--- config.mk ---
export PLATFORM = sky130hd
export DESIGN_NAME = buddy_block_allocator_unit_flat
export DESIGN_NICKNAME = d
export VERILOG_FILES = /design/src/hdl/bba_pkg.sv /design/src/hdl/bba_if.sv /design/src/hdl/bba_ram.sv /design/src/hdl/bba_ctrl.sv /design/src/hdl/bba_dp.sv /design/src/hdl/buddy_block_allocator_unit.sv /design/src/flat_wrapper.sv
export VERILOG_INCLUDE_DIRS = /design/src /design/src/hdl
export SDC_FILE = /design/constraint.sdc
export NUM_CORES = 2
export LEC_CHECK = 0
export BUFFER_PORTS_ARGS = -buffer_cell sky130_fd_sc_hd__buf_4
export CORE_UTILIZATION = 55
export CTS_CLUSTER_SIZE = 24
export DETAILED_ROUTE_END_ITERATION = 10
export PLACE_DENSITY = 0.8
export REMOVE_ABC_BUFFERS = 1
export SYNTH_ARGS = -nofsm -noshare
export SYNTH_HDL_FRONTEND = slang
export SYNTH_SLANG_ARGS = --single-unit
--- constraint.sdc ---
create_clock -name i_clk -period 21.2 [get_ports i_clk]
set_clock_uncertainty 0.1 [all_clocks]
set_input_delay 2.12 -clock i_clk [delete_from_list [all_inputs] [get_ports i_clk]]
set_output_delay 2.12 -clock i_clk [all_outputs]
set_load 0.03 [all_outputs]
--- src/hdl/buddy_block_allocator_unit_assert.svh ---
// ----------------------------------------------------------------------------
// buddy block allocator assertion macros
// property wrappers that compile away for synthesis
// ----------------------------------------------------------------------------
`ifndef BUDDY_BLOCK_ALLOCATOR_UNIT_ASSERT_SVH
`define BUDDY_BLOCK_ALLOCATOR_UNIT_ASSERT_SVH
`ifndef SYNTHESIS
`define BBA_ASSERT_IMP(lbl, clk, rst_n, ante, cons) \
    lbl: assert property (@(posedge clk) disable iff (!(rst_n)) (ante) |-> (cons)) \
        else $error("bba implication check failed");
`define BBA_ASSERT_NXT(lbl, clk, rst_n, ante, cons) \
    lbl: assert property (@(posedge clk) disable iff (!(rst_n)) (ante) |=> (cons)) \
        else $error("bba next-cycle check failed");
`else
`define BBA_ASSERT_IMP(lbl, clk, rst_n, ante, cons)
`define BBA_ASSERT_NXT(lbl, clk, rst_n, ante, cons)
`endif
`endif

--- src/hdl/bba_pkg.sv ---
// ----------------------------------------------------------------------------
// bba_pkg
// shared types and constants of the buddy block allocator
// ----------------------------------------------------------------------------
`default_nettype none

package bba_pkg;

    localparam int MAX_LEVELS_DEF = 10;
    localparam int ADDR_WIDTH_DEF = 32;
    localparam int DATA_W         = 32;
    localparam int NODE_OUT_W     = 10;
    localparam int LEVEL_REG_W    = 4;
    localparam int CFG_IDX_W      = 2;

    localparam logic [CFG_IDX_W-1:0] CFG_POOL_BASE   = 2'd0;
    localparam logic [CFG_IDX_W-1:0] CFG_POOL_SIZE   = 2'd1;
    localparam logic [CFG_IDX_W-1:0] CFG_TREE_LEVELS = 2'd2;

    localparam logic [DATA_W-1:0]      POOL_BASE_RST   = 32'd0;
    localparam logic [DATA_W-1:0]      POOL_SIZE_RST   = 32'd1024;
    localparam logic [LEVEL_REG_W-1:0] TREE_LEVELS_RST = 4'd10;

    localparam logic FUNC_FREE = 1'b1;

    typedef enum logic [4:0] {
        S_CLEAR, S_IDLE, S_LVL, S_LIM, S_POP, S_RU, S_RL, S_RR, S_MARK, S_ADDR,
        S_FCHK, S_FW, S_FRI, S_FRL, S_FEV, S_FCLR, S_FMS, S_FMR, S_FMP, S_DONE
    } t_state;

    typedef enum logic [4:0] {
        OP_NOP, OP_CLEAR, OP_CAPTURE, OP_LVL, OP_LIM, OP_POP, OP_CHK_U, OP_CHK_L,
        OP_CHK_R, OP_MARK, OP_ADDR, OP_FCHK, OP_FIDX, OP_FCHK_IDX, OP_FCHK_L,
        OP_FEVAL, OP_FCLR, OP_FSIB, OP_FPAR, OP_RESULT
    } t_op;

    typedef struct packed {
        t_op  op;
        logic fail;
        logic in_ready;
    } t_cmd;

    typedef struct packed {
        logic clr_last;
        logic req_free;
        logic lvl_go;
        logic sp_zero;
        logic found;
        logic rdata;
        logic lc_gt_lim;
        logic mark_more;
        logic addr_last;
        logic out_range;
        logic idx_ge_len;
        logic lc_ge_len;
        logic hit;
        logic idx_zero;
        logic sib_ge_len;
        logic out_busy;
    } t_sts;

endpackage

`default_nettype wire

--- src/hdl/bba_if.sv ---
// ----------------------------------------------------------------------------
// bba channel interfaces
// request, response and configuration channels with valid/ready
// ----------------------------------------------------------------------------
`default_nettype none

interface bba_req_if;
    import bba_pkg::*;
    logic              valid;
    logic              ready;
    logic              func;
    logic [DATA_W-1:0] request_size;
    logic [DATA_W-1:0] release_address;
    modport source (output valid, func, request_size, release_address, input ready);
    modport sink   (input valid, func, request_size, release_address, output ready);
endinterface

interface bba_rsp_if;
    import bba_pkg::*;
    logic                  valid;
    logic                  ready;
    logic                  success;
    logic [DATA_W-1:0]     block_address;
    logic [NODE_OUT_W-1:0] node_index;
    modport source (output valid, success, block_address, node_index, input ready);
    modport sink   (input valid, success, block_address, node_index, output ready);
endinterface

interface bba_cfg_if;
    import bba_pkg::*;
    logic                 valid;
    logic                 ready;
    logic [CFG_IDX_W-1:0] index;
    logic [DATA_W-1:0]    data;
    modport source (output valid, index, data, input ready);
    modport sink   (input valid, index, data, output ready);
endinterface

`default_nettype wire

--- src/hdl/bba_ram.sv ---
// ----------------------------------------------------------------------------
// bba_ram
// generic single write, single read ram with registered read data
// ----------------------------------------------------------------------------
`default_nettype none

module bba_ram #(
    parameter  int WIDTH = 1,
    parameter  int DEPTH = 2,
    localparam int AW    = (DEPTH > 1) ? $clog2(DEPTH) : 1
) (
    input  wire logic             i_clk,
    input  wire logic             i_we,
    input  wire logic [AW-1:0]    i_waddr,
    input  wire logic [WIDTH-1:0] i_wdata,
    input  wire logic [AW-1:0]    i_raddr,
    output logic      [WIDTH-1:0] o_rdata
);

    logic [WIDTH-1:0] r_mem [DEPTH];
    logic [WIDTH-1:0] r_rdata;

    always_ff @(posedge i_clk) begin
        if (i_we) begin
            r_mem[i_waddr] <= i_wdata;
        end
        r_rdata <= r_mem[i_raddr];
    end

    assign o_rdata = r_rdata;

endmodule

`default_nettype wire

--- src/hdl/bba_ctrl.sv ---
// ----------------------------------------------------------------------------
// bba_ctrl
// sequencer for the clear pass, allocate search and free walk
// ----------------------------------------------------------------------------
`default_nettype none

module bba_ctrl (
    input  wire logic          i_clk,
    input  wire logic          i_rst_n,
    input  wire logic          i_req_valid,
    input  wire bba_pkg::t_sts i_sts,
    output bba_pkg::t_cmd      o_cmd
);
    import bba_pkg::*;

    t_state r_state;
    t_state n_state;

    always_ff @(posedge i_clk) begin
        if (!i_rst_n) begin
            r_state <= S_CLEAR;
        end else begin
            r_state <= n_state;
        end
    end

    always_comb begin
        n_state = r_state;
        unique case (r_state)
            S_CLEAR: if (i_sts.clr_last) n_state = S_IDLE;
            S_IDLE: begin
                if (i_req_valid) n_state = i_sts.req_free ? S_FCHK : S_LVL;
            end
            S_LVL:   if (!i_sts.lvl_go) n_state = S_LIM;
            S_LIM:   n_state = S_POP;
            S_POP: begin
                if (!i_sts.sp_zero)   n_state = S_RU;
                else if (i_sts.found) n_state = S_MARK;
                else                  n_state = S_DONE;
            end
            S_RU: begin
                n_state = (i_sts.rdata && !i_sts.lc_gt_lim) ? S_RL : S_POP;
            end
            S_RL:    n_state = S_RR;
            S_RR:    n_state = S_POP;
            S_MARK:  if (!i_sts.mark_more) n_state = S_ADDR;
            S_ADDR:  if (i_sts.addr_last) n_state = S_DONE;
            S_FCHK:  n_state = i_sts.out_range ? S_DONE : S_FW;
            S_FW:    n_state = i_sts.idx_ge_len ? S_DONE : S_FRI;
            S_FRI: begin
                if (!i_sts.rdata)         n_state = S_DONE;
                else if (i_sts.lc_ge_len) n_state = S_FEV;
                else                      n_state = S_FRL;
            end
            S_FRL:   n_state = S_FEV;
            S_FEV:   n_state = i_sts.hit ? S_FCLR : S_FW;
            S_FCLR:  n_state = S_FMS;
            S_FMS: begin
                if (i_sts.idx_zero)        n_state = S_DONE;
                else if (i_sts.sib_ge_len) n_state = S_FMP;
                else                       n_state = S_FMR;
            end
            S_FMR:   n_state = i_sts.rdata ? S_DONE : S_FMP;
            S_FMP:   n_state = S_FMS;
            S_DONE:  if (!i_sts.out_busy) n_state = S_IDLE;
            default: n_state = S_CLEAR;
        endcase
    end

    always_comb begin
        o_cmd = '{op: OP_NOP, fail: 1'b0, in_ready: 1'b0};
        unique case (r_state)
            S_CLEAR: o_cmd.op = OP_CLEAR;
            S_IDLE: begin
                o_cmd.in_ready = 1'b1;
                if (i_req_valid) o_cmd.op = OP_CAPTURE;
            end
            S_LVL:   o_cmd.op = OP_LVL;
            S_LIM:   o_cmd.op = OP_LIM;
            S_POP: begin
                o_cmd.op   = OP_POP;
                o_cmd.fail = i_sts.sp_zero && !i_sts.found;
            end
            S_RU:    o_cmd.op = OP_CHK_U;
            S_RL:    o_cmd.op = OP_CHK_L;
            S_RR:    o_cmd.op = OP_CHK_R;
            S_MARK:  o_cmd.op = OP_MARK;
            S_ADDR:  o_cmd.op = OP_ADDR;
            S_FCHK: begin
                o_cmd.op   = OP_FCHK;
                o_cmd.fail = i_sts.out_range;
            end
            S_FW: begin
                o_cmd.op   = OP_FIDX;
                o_cmd.fail = i_sts.idx_ge_len;
            end
            S_FRI: begin
                o_cmd.op   = OP_FCHK_IDX;
                o_cmd.fail = !i_sts.rdata;
            end
            S_FRL:   o_cmd.op = OP_FCHK_L;
            S_FEV:   o_cmd.op = OP_FEVAL;
            S_FCLR:  o_cmd.op = OP_FCLR;
            S_FMS:   o_cmd.op = OP_FSIB;
            S_FMR:   o_cmd.op = OP_NOP;
            S_FMP:   o_cmd.op = OP_FPAR;
            S_DONE:  if (!i_sts.out_busy) o_cmd.op = OP_RESULT;
            default: o_cmd.op = OP_NOP;
        endcase
    end

endmodule

`default_nettype wire

--- src/hdl/bba_dp.sv ---
// ----------------------------------------------------------------------------
// bba_dp
// configuration registers, occupancy ram, search stack, free walk registers and result register
// ----------------------------------------------------------------------------
`default_nettype none

module bba_dp #(
    parameter int MAX_LEVELS = bba_pkg::MAX_LEVELS_DEF,
    parameter int ADDR_WIDTH = bba_pkg::ADDR_WIDTH_DEF
) (
    input  wire logic                               i_clk,
    input  wire logic                               i_rst_n,
    input  wire bba_pkg::t_cmd                      i_cmd,
    output bba_pkg::t_sts                           o_sts,
    input  wire logic                               i_cfg_we,
    input  wire logic [bba_pkg::CFG_IDX_W-1:0]      i_cfg_index,
    input  wire logic [bba_pkg::DATA_W-1:0]         i_cfg_data,
    input  wire logic                               i_func,
    input  wire logic [bba_pkg::DATA_W-1:0]         i_request_size,
    input  wire logic [bba_pkg::DATA_W-1:0]         i_release_address,
    input  wire logic                               i_out_ready,
    output logic                                    o_out_valid,
    output logic                                    o_success,
    output logic [bba_pkg::DATA_W-1:0]              o_block_address,
    output logic [bba_pkg::NODE_OUT_W-1:0]          o_node_index
);
    import bba_pkg::*;

    localparam int NW         = MAX_LEVELS + 1;
    localparam int NODE_COUNT = (1 << MAX_LEVELS) - 1;
    localparam int RAM_AW     = (NODE_COUNT > 1) ? $clog2(NODE_COUNT) : 1;
    localparam int SD         = MAX_LEVELS + 2;
    localparam int SPW        = $clog2(SD + 1);
    localparam int SAW        = $clog2(SD);
    localparam int LW         = $clog2(MAX_LEVELS + 1);
    localparam int KW         = (MAX_LEVELS > 1) ? $clog2(MAX_LEVELS) : 1;
    localparam logic [DATA_W-1:0] ADDR_MASK =
        (ADDR_WIDTH >= DATA_W) ? '1 : DATA_W'((64'd1 << ADDR_WIDTH) - 64'd1);

    logic [DATA_W-1:0]      r_pool_base;
    logic [DATA_W-1:0]      r_pool_size;
    logic [LEVEL_REG_W-1:0] r_tree_levels;

    logic                   r_func;
    logic [DATA_W-1:0]      r_req_size;
    logic [DATA_W-1:0]      r_rel;
    logic                   r_ok;
    logic [RAM_AW-1:0]      r_clr;
    logic [LW-1:0]          r_lvl;
    logic [NW-1:0]          r_lim;
    logic [NW-1:0]          r_stack [SD];
    logic [SPW-1:0]         r_sp;
    logic [NW-1:0]          r_u;
    logic                   r_lc_occ;
    logic [NW-1:0]          r_last;
    logic                   r_found;
    logic [NW-1:0]          r_cur;
    logic [KW-1:0]          r_k;
    logic                   r_started;
    logic [DATA_W-1:0]      r_half;
    logic [DATA_W-1:0]      r_acc;
    logic [DATA_W-1:0]      r_off;
    logic [DATA_W-1:0]      r_cur_off;
    logic [DATA_W-1:0]      r_cur_size;
    logic [NW-1:0]          r_idx;
    logic                   r_child_occ;
    logic [NW-1:0]          r_freed;
    logic                   r_out_valid;
    logic                   r_out_success;
    logic [DATA_W-1:0]      r_out_addr;
    logic [NODE_OUT_W-1:0]  r_out_node;

    logic [LW-1:0]          act_l;
    logic [NW-1:0]          len;
    logic [LW-1:0]          eff;
    logic [NW-1:0]          top;
    logic [NW-1:0]          lc_u;
    logic [NW-1:0]          lc_cur;
    logic [NW-1:0]          lc_f;
    logic [NW-1:0]          sib;
    logic [NW-1:0]          par;
    logic [MAX_LEVELS-1:0]  v;
    logic [DATA_W-1:0]      half_n;
    logic [DATA_W-1:0]      cs_n;
    logic [DATA_W:0]        mid;
    logic [DATA_W:0]        addr_sum;
    logic                   ram_we;
    logic [RAM_AW-1:0]      ram_waddr;
    logic                   ram_wdata;
    logic [RAM_AW-1:0]      ram_raddr;
    logic                   ram_rdata;

    bba_ram #(
        .WIDTH (1),
        .DEPTH (NODE_COUNT)
    ) u_occ_ram (
        .i_clk   (i_clk),
        .i_we    (ram_we),
        .i_waddr (ram_waddr),
        .i_wdata (ram_wdata),
        .i_raddr (ram_raddr),
        .o_rdata (ram_rdata)
    );

    always_comb begin
        if (r_tree_levels == '0) begin
            act_l = LW'(1);
        end else if (32'(r_tree_levels) > 32'(MAX_LEVELS)) begin
            act_l = LW'(MAX_LEVELS);
        end else begin
            act_l = LW'(r_tree_levels);
        end
    end

    assign len      = (NW'(1) << act_l) - NW'(1);
    assign eff      = (r_lvl < act_l - LW'(1)) ? r_lvl : act_l - LW'(1);
    assign top      = r_stack[SAW'(r_sp - SPW'(1))];
    assign lc_u     = NW'({r_u, 1'b1});
    assign lc_cur   = NW'({r_cur, 1'b1});
    assign lc_f     = NW'({r_idx, 1'b1});
    assign sib      = r_idx[0] ? r_idx + NW'(1) : r_idx - NW'(1);
    assign par      = (r_idx - NW'(1)) >> 1;
    assign v        = MAX_LEVELS'(r_cur + NW'(1));
    assign half_n   = r_half >> 1;
    assign cs_n     = r_cur_size >> 1;
    assign mid      = {1'b0, r_cur_off} + {1'b0, cs_n};
    assign addr_sum = {1'b0, r_pool_base} + {1'b0, r_acc};

    always_comb begin
        ram_we    = 1'b0;
        ram_waddr = '0;
        ram_wdata = 1'b0;
        ram_raddr = '0;
        unique case (i_cmd.op)
            OP_CLEAR: begin
                ram_we    = 1'b1;
                ram_waddr = r_clr;
            end
            OP_POP:      ram_raddr = RAM_AW'(top);
            OP_CHK_U:    ram_raddr = RAM_AW'(lc_u);
            OP_CHK_L:    ram_raddr = RAM_AW'(lc_u + NW'(1));
            OP_MARK: begin
                ram_we    = 1'b1;
                ram_waddr = RAM_AW'(r_cur);
                ram_wdata = 1'b1;
            end
            OP_FIDX:     ram_raddr = RAM_AW'(r_idx);
            OP_FCHK_IDX: ram_raddr = RAM_AW'(lc_f);
            OP_FCLR: begin
                ram_we    = 1'b1;
                ram_waddr = RAM_AW'(r_idx);
            end
            OP_FSIB:     ram_raddr = RAM_AW'(sib);
            OP_FPAR: begin
                ram_we    = 1'b1;
                ram_waddr = RAM_AW'(par);
            end
            default: begin
                ram_we = 1'b0;
            end
        endcase
    end

    always_comb begin
        o_sts.clr_last   = (r_clr == RAM_AW'(NODE_COUNT - 1));
        o_sts.req_free   = (i_func == FUNC_FREE);
        o_sts.lvl_go     = (r_lvl < act_l) &&
                           ((r_pool_size >> (r_lvl + LW'(1))) >= r_req_size);
        o_sts.sp_zero    = (r_sp == '0);
        o_sts.found      = r_found;
        o_sts.rdata      = ram_rdata;
        o_sts.lc_gt_lim  = (lc_u > r_lim);
        o_sts.mark_more  = (lc_cur <= r_lim);
        o_sts.addr_last  = (r_k == '0);
        o_sts.out_range  = (r_rel < r_pool_base) ||
                           ({1'b0, r_rel} >= ({1'b0, r_pool_base} + {1'b0, r_pool_size}));
        o_sts.idx_ge_len = (r_idx >= len);
        o_sts.lc_ge_len  = (lc_f >= len);
        o_sts.hit        = (r_off == r_cur_off) && !r_child_occ;
        o_sts.idx_zero   = (r_idx == '0);
        o_sts.sib_ge_len = (sib >= len);
        o_sts.out_busy   = r_out_valid && !i_out_ready;
    end

    always_ff @(posedge i_clk) begin
        if (!i_rst_n) begin
            r_pool_base   <= POOL_BASE_RST;
            r_pool_size   <= POOL_SIZE_RST;
            r_tree_levels <= TREE_LEVELS_RST;
        end else if (i_cfg_we) begin
            unique case (i_cfg_index)
                CFG_POOL_BASE:   r_pool_base   <= i_cfg_data;
                CFG_POOL_SIZE:   r_pool_size   <= i_cfg_data;
                CFG_TREE_LEVELS: r_tree_levels <= LEVEL_REG_W'(i_cfg_data);
                default:         r_pool_base   <= r_pool_base;
            endcase
        end
    end

    always_ff @(posedge i_clk) begin
        if (!i_rst_n) begin
            r_clr       <= '0;
            r_sp        <= '0;
            r_found     <= 1'b0;
            r_ok        <= 1'b0;
            r_out_valid <= 1'b0;
        end else begin
            if (i_cmd.op == OP_RESULT) begin
                r_out_valid <= 1'b1;
            end else if (r_out_valid && i_out_ready) begin
                r_out_valid <= 1'b0;
            end
            if (i_cmd.fail) begin
                r_ok <= 1'b0;
            end
            unique case (i_cmd.op)
                OP_CLEAR: r_clr <= r_clr + RAM_AW'(1);
                OP_CAPTURE: begin
                    r_ok    <= 1'b1;
                    r_found <= 1'b0;
                end
                OP_LIM: begin
                    r_stack[0] <= '0;
                    r_sp       <= SPW'(1);
                    r_found    <= 1'b0;
                end
                OP_POP: begin
                    if (r_sp != '0) begin
                        r_sp <= r_sp - SPW'(1);
                    end
                end
                OP_CHK_U: begin
                    if (!ram_rdata) begin
                        r_found <= 1'b1;
                    end
                end
                OP_CHK_R: begin
                    if ((r_lc_occ || ram_rdata) && (32'(r_sp) + 2 <= SD)) begin
                        r_stack[SAW'(r_sp)]           <= lc_u;
                        r_stack[SAW'(r_sp + SPW'(1))] <= lc_u + NW'(1);
                        r_sp                          <= r_sp + SPW'(2);
                    end
                end
                default: r_clr <= r_clr;
            endcase
        end
    end

    always_ff @(posedge i_clk) begin
        unique case (i_cmd.op)
            OP_CAPTURE: begin
                r_func     <= i_func;
                r_req_size <= i_request_size;
                r_rel      <= i_release_address;
                r_lvl      <= '0;
            end
            OP_LVL: begin
                if (o_sts.lvl_go) begin
                    r_lvl <= r_lvl + LW'(1);
                end
            end
            OP_LIM: r_lim <= (NW'(1) << (eff + LW'(1))) - NW'(2);
            OP_POP: begin
                if (r_sp != '0) begin
                    r_u <= top;
                end else begin
                    r_cur <= r_last;
                end
            end
            OP_CHK_U: begin
                if (!ram_rdata) begin
                    r_last <= r_u;
                end
            end
            OP_CHK_L: r_lc_occ <= ram_rdata;
            OP_MARK: begin
                if (lc_cur <= r_lim) begin
                    r_cur <= lc_cur;
                end else begin
                    r_k       <= KW'(MAX_LEVELS - 1);
                    r_started <= 1'b0;
                    r_acc     <= '0;
                end
            end
            OP_ADDR: begin
                r_k <= r_k - KW'(1);
                if (!r_started) begin
                    if (v[r_k]) begin
                        r_started <= 1'b1;
                        r_half    <= r_pool_size;
                    end
                end else begin
                    r_half <= half_n;
                    if (v[r_k]) begin
                        r_acc <= r_acc + half_n;
                    end
                end
            end
            OP_FCHK: begin
                r_off      <= r_rel - r_pool_base;
                r_idx      <= '0;
                r_cur_off  <= '0;
                r_cur_size <= r_pool_size;
            end
            OP_FCHK_IDX: r_child_occ <= 1'b0;
            OP_FCHK_L:   r_child_occ <= ram_rdata;
            OP_FEVAL: begin
                r_cur_size <= cs_n;
                if (!o_sts.hit) begin
                    if ({1'b0, r_off} < mid) begin
                        r_idx <= lc_f;
                    end else begin
                        r_idx     <= lc_f + NW'(1);
                        r_cur_off <= mid[DATA_W-1:0];
                    end
                end
            end
            OP_FCLR: r_freed <= r_idx;
            OP_FPAR: r_idx   <= par;
            OP_RESULT: begin
                r_out_success <= r_ok;
                if (!r_ok) begin
                    r_out_addr <= '0;
                    r_out_node <= '0;
                end else if (r_func == FUNC_FREE) begin
                    r_out_addr <= '0;
                    r_out_node <= NODE_OUT_W'(r_freed);
                end else begin
                    r_out_addr <= addr_sum[DATA_W-1:0] & ADDR_MASK;
                    r_out_node <= NODE_OUT_W'(r_cur);
                end
            end
            default: r_lc_occ <= r_lc_occ;
        endcase
    end

    assign o_out_valid     = r_out_valid;
    assign o_success       = r_out_success;
    assign o_block_address = r_out_addr;
    assign o_node_index    = r_out_node;

endmodule

`default_nettype wire

--- src/hdl/buddy_block_allocator_unit.sv ---
// ----------------------------------------------------------------------------
// buddy_block_allocator_unit
// buddy allocator over a pool, one occupancy bit per heap-indexed tree node
// ----------------------------------------------------------------------------
// After reset the unit clears all 2^MAX_LEVELS - 1 entries of its occupancy
// ram (1023 at the default) and takes no request meanwhile; configuration
// writes are always taken. One request is handled at a time, and the work is
// done in steps over the occupancy ram, which has one write and one read
// port. An allocate first picks its level, then runs a depth-first search
// over the tree nodes, marks one node per level down to that level and
// forms the address bit by bit. A free walks down the tree to the block,
// clears it and merges free buddies upward level by level. The result sits
// in an output register, so the next request is taken while it waits.
// ----------------------------------------------------------------------------
`default_nettype none

`include "buddy_block_allocator_unit_assert.svh"

module buddy_block_allocator_unit #(
    parameter int MAX_LEVELS = bba_pkg::MAX_LEVELS_DEF,
    parameter int ADDR_WIDTH = bba_pkg::ADDR_WIDTH_DEF
) (
    input  wire logic i_clk,
    input  wire logic i_rst_n,
    bba_req_if.sink   i_req,
    bba_rsp_if.source o_rsp,
    bba_cfg_if.sink   i_cfg
);
    import bba_pkg::*;

    t_cmd w_cmd;
    t_sts w_sts;
    logic w_rsp_fail;
    logic w_rsp_zero;

    assign i_cfg.ready = 1'b1;
    assign i_req.ready = w_cmd.in_ready;

    assign w_rsp_fail = o_rsp.valid && !o_rsp.success;
    assign w_rsp_zero = (o_rsp.block_address == '0) && (o_rsp.node_index == '0);

    bba_ctrl u_ctrl (
        .i_clk       (i_clk),
        .i_rst_n     (i_rst_n),
        .i_req_valid (i_req.valid),
        .i_sts       (w_sts),
        .o_cmd       (w_cmd)
    );

    bba_dp #(
        .MAX_LEVELS (MAX_LEVELS),
        .ADDR_WIDTH (ADDR_WIDTH)
    ) u_dp (
        .i_clk             (i_clk),
        .i_rst_n           (i_rst_n),
        .i_cmd             (w_cmd),
        .o_sts             (w_sts),
        .i_cfg_we          (i_cfg.valid),
        .i_cfg_index       (i_cfg.index),
        .i_cfg_data        (i_cfg.data),
        .i_func            (i_req.func),
        .i_request_size    (i_req.request_size),
        .i_release_address (i_req.release_address),
        .i_out_ready       (o_rsp.ready),
        .o_out_valid       (o_rsp.valid),
        .o_success         (o_rsp.success),
        .o_block_address   (o_rsp.block_address),
        .o_node_index      (o_rsp.node_index)
    );

    `BBA_ASSERT_IMP(a_fail_zero, i_clk, i_rst_n, w_rsp_fail, w_rsp_zero)
    `BBA_ASSERT_NXT(a_one_at_a_time, i_clk, i_rst_n, i_req.valid && i_req.ready, !i_req.ready)
    `BBA_ASSERT_IMP(a_no_req_in_clear, i_clk, i_rst_n, w_cmd.op == OP_CLEAR, !i_req.ready)

endmodule

`default_nettype wire
--- src/flat_wrapper.sv ---
// flat-port wrapper written by rule: the top's interface ports become plain ports
module buddy_block_allocator_unit_flat import bba_pkg::*;
#(
    parameter int MAX_LEVELS = bba_pkg::MAX_LEVELS_DEF,
    parameter int ADDR_WIDTH = bba_pkg::ADDR_WIDTH_DEF
)
  (i_clk, i_rst_n, i_req_valid, i_req_func, i_req_request_size, i_req_release_address, i_req_ready, o_rsp_valid, o_rsp_success, o_rsp_block_address, o_rsp_node_index, o_rsp_ready, i_cfg_valid, i_cfg_index, i_cfg_data, i_cfg_ready);
  bba_req_if i_req_i ();
  bba_rsp_if o_rsp_i ();
  bba_cfg_if i_cfg_i ();
  input  wire logic i_clk;
  input  wire logic i_rst_n;
  input wire logic [$bits(i_req_i.valid)-1:0] i_req_valid;
  input wire logic [$bits(i_req_i.func)-1:0] i_req_func;
  input wire logic [$bits(i_req_i.request_size)-1:0] i_req_request_size;
  input wire logic [$bits(i_req_i.release_address)-1:0] i_req_release_address;
  output wire logic [$bits(i_req_i.ready)-1:0] i_req_ready;
  output wire logic [$bits(o_rsp_i.valid)-1:0] o_rsp_valid;
  output wire logic [$bits(o_rsp_i.success)-1:0] o_rsp_success;
  output wire logic [$bits(o_rsp_i.block_address)-1:0] o_rsp_block_address;
  output wire logic [$bits(o_rsp_i.node_index)-1:0] o_rsp_node_index;
  input wire logic [$bits(o_rsp_i.ready)-1:0] o_rsp_ready;
  input wire logic [$bits(i_cfg_i.valid)-1:0] i_cfg_valid;
  input wire logic [$bits(i_cfg_i.index)-1:0] i_cfg_index;
  input wire logic [$bits(i_cfg_i.data)-1:0] i_cfg_data;
  output wire logic [$bits(i_cfg_i.ready)-1:0] i_cfg_ready;
  assign i_req_i.valid = i_req_valid;
  assign i_req_i.func = i_req_func;
  assign i_req_i.request_size = i_req_request_size;
  assign i_req_i.release_address = i_req_release_address;
  assign i_req_ready = i_req_i.ready;
  assign o_rsp_valid = o_rsp_i.valid;
  assign o_rsp_success = o_rsp_i.success;
  assign o_rsp_block_address = o_rsp_i.block_address;
  assign o_rsp_node_index = o_rsp_i.node_index;
  assign o_rsp_i.ready = o_rsp_ready;
  assign i_cfg_i.valid = i_cfg_valid;
  assign i_cfg_i.index = i_cfg_index;
  assign i_cfg_i.data = i_cfg_data;
  assign i_cfg_ready = i_cfg_i.ready;
  buddy_block_allocator_unit #(.MAX_LEVELS(MAX_LEVELS), .ADDR_WIDTH(ADDR_WIDTH)) u_core (.i_clk(i_clk), .i_rst_n(i_rst_n), .i_req(i_req_i), .o_rsp(o_rsp_i), .i_cfg(i_cfg_i));
endmodule
==> summary.txt <==
Clocking
  – Sink Count: 1573
  – Root buffer cell: clkbuf_16
  – Hold_buf cts: 0
  – Post-CTS setup repair buffer count: 0
  – CTS Buffer Depth: 3
  – Worst-Skew Late Latency: 0.81 ns
  – CTS tree: done
  – H-tree depth: 4
  – Clock slew at reported path FFs: 0.06 ns
  – CTS buffer count: 165
  – # resized after CTS: 0

Hold path
  – Hold_sp: u_core.u_dp.r_pool_base[30]
  – Worst hold-check path type: reg2reg

Placed design
  – Input/output buffers: 148
  – HPWL after DPL: 151000 um
  – Placer Congestion: 0.940

Route
  – First DRT Iteration DRCs: 9785
  – WL/cell: 25.8 um
  – Vias per Instance: 6.61
  – Routed Antenna Nets: 0
  – Router iterations before antenna repair: 8
  – DRC viols: 0
  – Routed WL: 254000 um
  – Via count: 65058

Flow run
  – Max capacitance violation total: 0

Yosys
  – Number of library cell types mapped by synthesis: 94
  – #FFs+latches synth: 1573
  – Most frequent cell after synthesis: edfxtp_1
  – Cell taking the most area after synthesis: edfxtp_1
  – Syn avg cell area: 10.4 um2
  – Most frequent cells after synthesis: 1482 x edfxtp_1, 1348 x nor2_1, 1216 x nand2_1
  – Yosys warning total: 0
  – Mapped Cells: 7901
  – Async set-or-reset flop fraction in the synthesized netlist: 0%
  – Yosys top cell area share: 54.0%
  – Ranking of synthesized cells by area: edfxtp_1 54%, nor2_1 6.1%, nand2_1 5.5%
  – Sequential area share after synthesis: 56.2%
  – Mapped cell area: 0.0824 mm2
  – Most used DFF post-synth: edfxtp_1
  – Number of flops mapped to enable cells by yosys: 1482

Worst setup path
  – Sequence of cells on the critical path: buf_4, a21boi_1, xnor2_2, mux2i_1, o211a_4, buf_4, buf_4, nand3_1, a22o_1, a221oi_1, a21oi_1, o31ai_1, a211oi_1, or4_1
  – Worst Path Max Fanout: 71
  – Critical Path AT: 8.05 ns
  – Crit-path most repeated cell: buf_4
  – Data required, critical path: 21.79 ns
  – Startpoint Class: flop
  – Delay-heaviest family, CP: compound AO/OA/AOI/OAI gates
  – Endpoint type of the worst setup path: flop
  – Crit path from: u_core.u_dp.r_sp[0]
  – Reg2reg start: u_core.u_dp.r_sp[0]
  – CP bufs+invs: 3
  – Slowest-stage cell, CP: o211a_4
  – Crit-path max cell delay: 0.93 ns
  – CP Class: reg2reg

GRT
  – Overall Global Routing Usage: 32.8%
  – Gr busiest metal: met2
  – Antenna violations before repair: 4
  – Met1 usage: 42.3%
  – Largest net degree at the start of global routing: 294
  – GR Overflow Total: 0
  – Vias in the first global route: 62214
  – GRT met3 Usage: 8.35%
  – First-pass GRT wire length: 378000 um
  – Met2 usage: 50.7%

Power
  – Leakage: 31.7 nW
  – Maximum vdd drop: 0.0649 mV
  – PwrDens: 71.4 mW/mm2

STA
  – Fmax: 134 MHz
  – Worst slew margin relative to its limit: 7.30%
  – Max-slew violations: 0
  – Final Cycle Share: 35.2%
  – Measured slew at the worst slew-check pin: 1.39 ns
  – Unrepaired setup endpoints after global routing: no
  – Final min period: 7.46 ns
  – Setup violators final: 0
  – Setup tns final: 0 ns
  – Min Hold Slack: 0.426 ns
  – Hold Vio Cnt, Final: 0

Floorplanning
  – # IOs: 150
  – Starting density of the core: 55.6%
  – CORE AREA: 0.148 mm2
  – Row Count: 141
  – Vert. Die Dim: 389 um
  – Die width: 389 um
  – Die ar.: 0.151 mm2

Layout
  – Area growth syn-to-layout: 9.69%
  – Share of layout cells above drive strength 1: 9.03%
  – Post-layout nets: 8206

Status
  – Status: finished clean
## report_power, final
part / switching [W] / internal (W) / total [W]
Combinational: 0.000109 / 0.0000639 / 0.000173
Clock: 0.00129 / 0.00163 / 0.00291
Sequential: 0.0000128 / 0.00335 / 0.00337
Total: 0.00141 / 0.00504 / 0.00645
## cell families (layout without fill, tap and decap cells)
kind of cell	Yosys count	count (layout)	synth area share, %
simple gates	3327	3327	17.1
flops	1573	1573	56.2
compound gates	1458	1458	12.1
buf+inv	771	774	3.75
fa+ha+maj	338	338	5.16
mux	219	219	3.43
xor+xnor	214	214	2.28
other cells	1	3	0.00455
## worst paths after layout
path                                                      end  slack (ns)  depth (start not counted)
worst min-delay path              u_core.u_dp.r_pool_base[30]        0.43                          2
worst min register to register    u_core.u_dp.r_pool_base[30]        0.43                          2
worst max-delay path            u_core.u_dp.u_occ_ram.o_rdata       13.74                         14
worst max register to register  u_core.u_dp.u_occ_ram.o_rdata       13.74                         14
## registers in the layout, indices dropped and copies added (netlist names), 5 cells and up
name	count
u_core.u_dp.r_cur_off	32
u_core.u_dp.r_req_size	32
u_core.u_dp.r_cur	10
u_core.u_dp.r_acc	32
u_core.u_dp.r_stack	120
u_core.u_dp.r_u	10
u_core.u_dp.r_cur_size	31
u_core.u_dp.r_off	32
u_core.u_dp.r_pool_size	32
u_core.u_ctrl.r_state	5
u_core.u_dp.r_lim	11
u_core.u_dp.r_clr	10
u_core.u_dp.r_pool_base	32
u_core.u_dp.r_rel	32
u_core.u_dp.r_last	10
u_core.u_dp.o_block_address	32
u_core.u_dp.r_freed	10
u_core.u_dp.o_node_index	10
u_core.u_dp.u_occ_ram.r_mem	1023
u_core.u_dp.r_idx	11
u_core.u_dp.r_half	31
## layout make-up
class / count / area, um2
inverters: 198 / 751
well taps: 1930 / 2410
diodes: 2 / 5.00
clock inverters: 95 / 1020
fillers: 11545 / 57800
clock buffers: 207 / 4400
flip-flops and latches: 1573 / 46300
repair buffers: 274 / 2140
multi-input cells: 5557 / 33400
## worst register-to-register path, cell delays in order, from the launching register on
cell and delay, ns:
dfxtp_2 0.63, buf_4 0.54, a21boi_1 0.26, xnor2_2 0.77, mux2i_1 0.57, o211a_4 0.93, buf_4 0.79, buf_4 0.61
nand3_1 0.16, a22o_1 0.23, a221oi_1 0.36, a21oi_1 0.15, o31ai_1 0.55, a211oi_1 0.18, or4_1 0.52
## layer usage
metal / share of wire [%] / up-vias
met5: 0.013 / -
met4: 6.4 / 6
met3: 13 / 998
met2: 45 / 4627
met1: 36 / 31150
li1: - / 28277
## layout by cell type (no fill, tap or decap), types with 63 or more instances in the layout
cell and n:
dfxtp_1 90, xnor2_1 120, a21oi_1 306, ha_1 328, nor2b_1 63, a31oi_1 78
nand4_1 70, a311oi_1 95, nand2_1 1184, inv_1 196, buf_4 267, a211oi_1 75
o21ai_0 253, nand3_1 254, clkbuf_16 168, mux2i_1 107, mux2_2 68, a21o_1 104
nor2_1 1345, and3_1 99, edfxtp_1 1482, o211ai_1 123, xor2_1 90, nor3_1 71
## through the flow
| stage | utilization [%] | power, W | setup slack (ns) | instance area [um2] | instances |
|---|---|---|---|---|---|
| 6_report | 61.0 | 0.00645 | 13.74 | 90400 | 9836 |
| 5_1_grt | 61.0 | 0.00658 | 13.46 | 90400 | 9834 |
| 4_1_cts | 61.0 | 0.00645 | 13.96 | 90400 | 9834 |
| 3_5_place_dp | 57.4 | 0.00360 | 14.04 | 85000 | 9532 |
| 3_3_place_gp | 57.4 | 0.00359 | 14.15 | 85000 | 9532 |
| 2_1_floorplan | - | 0.00352 | -4.20 | 80100 | 7328 |
Power figures use the tool's default switching activity.
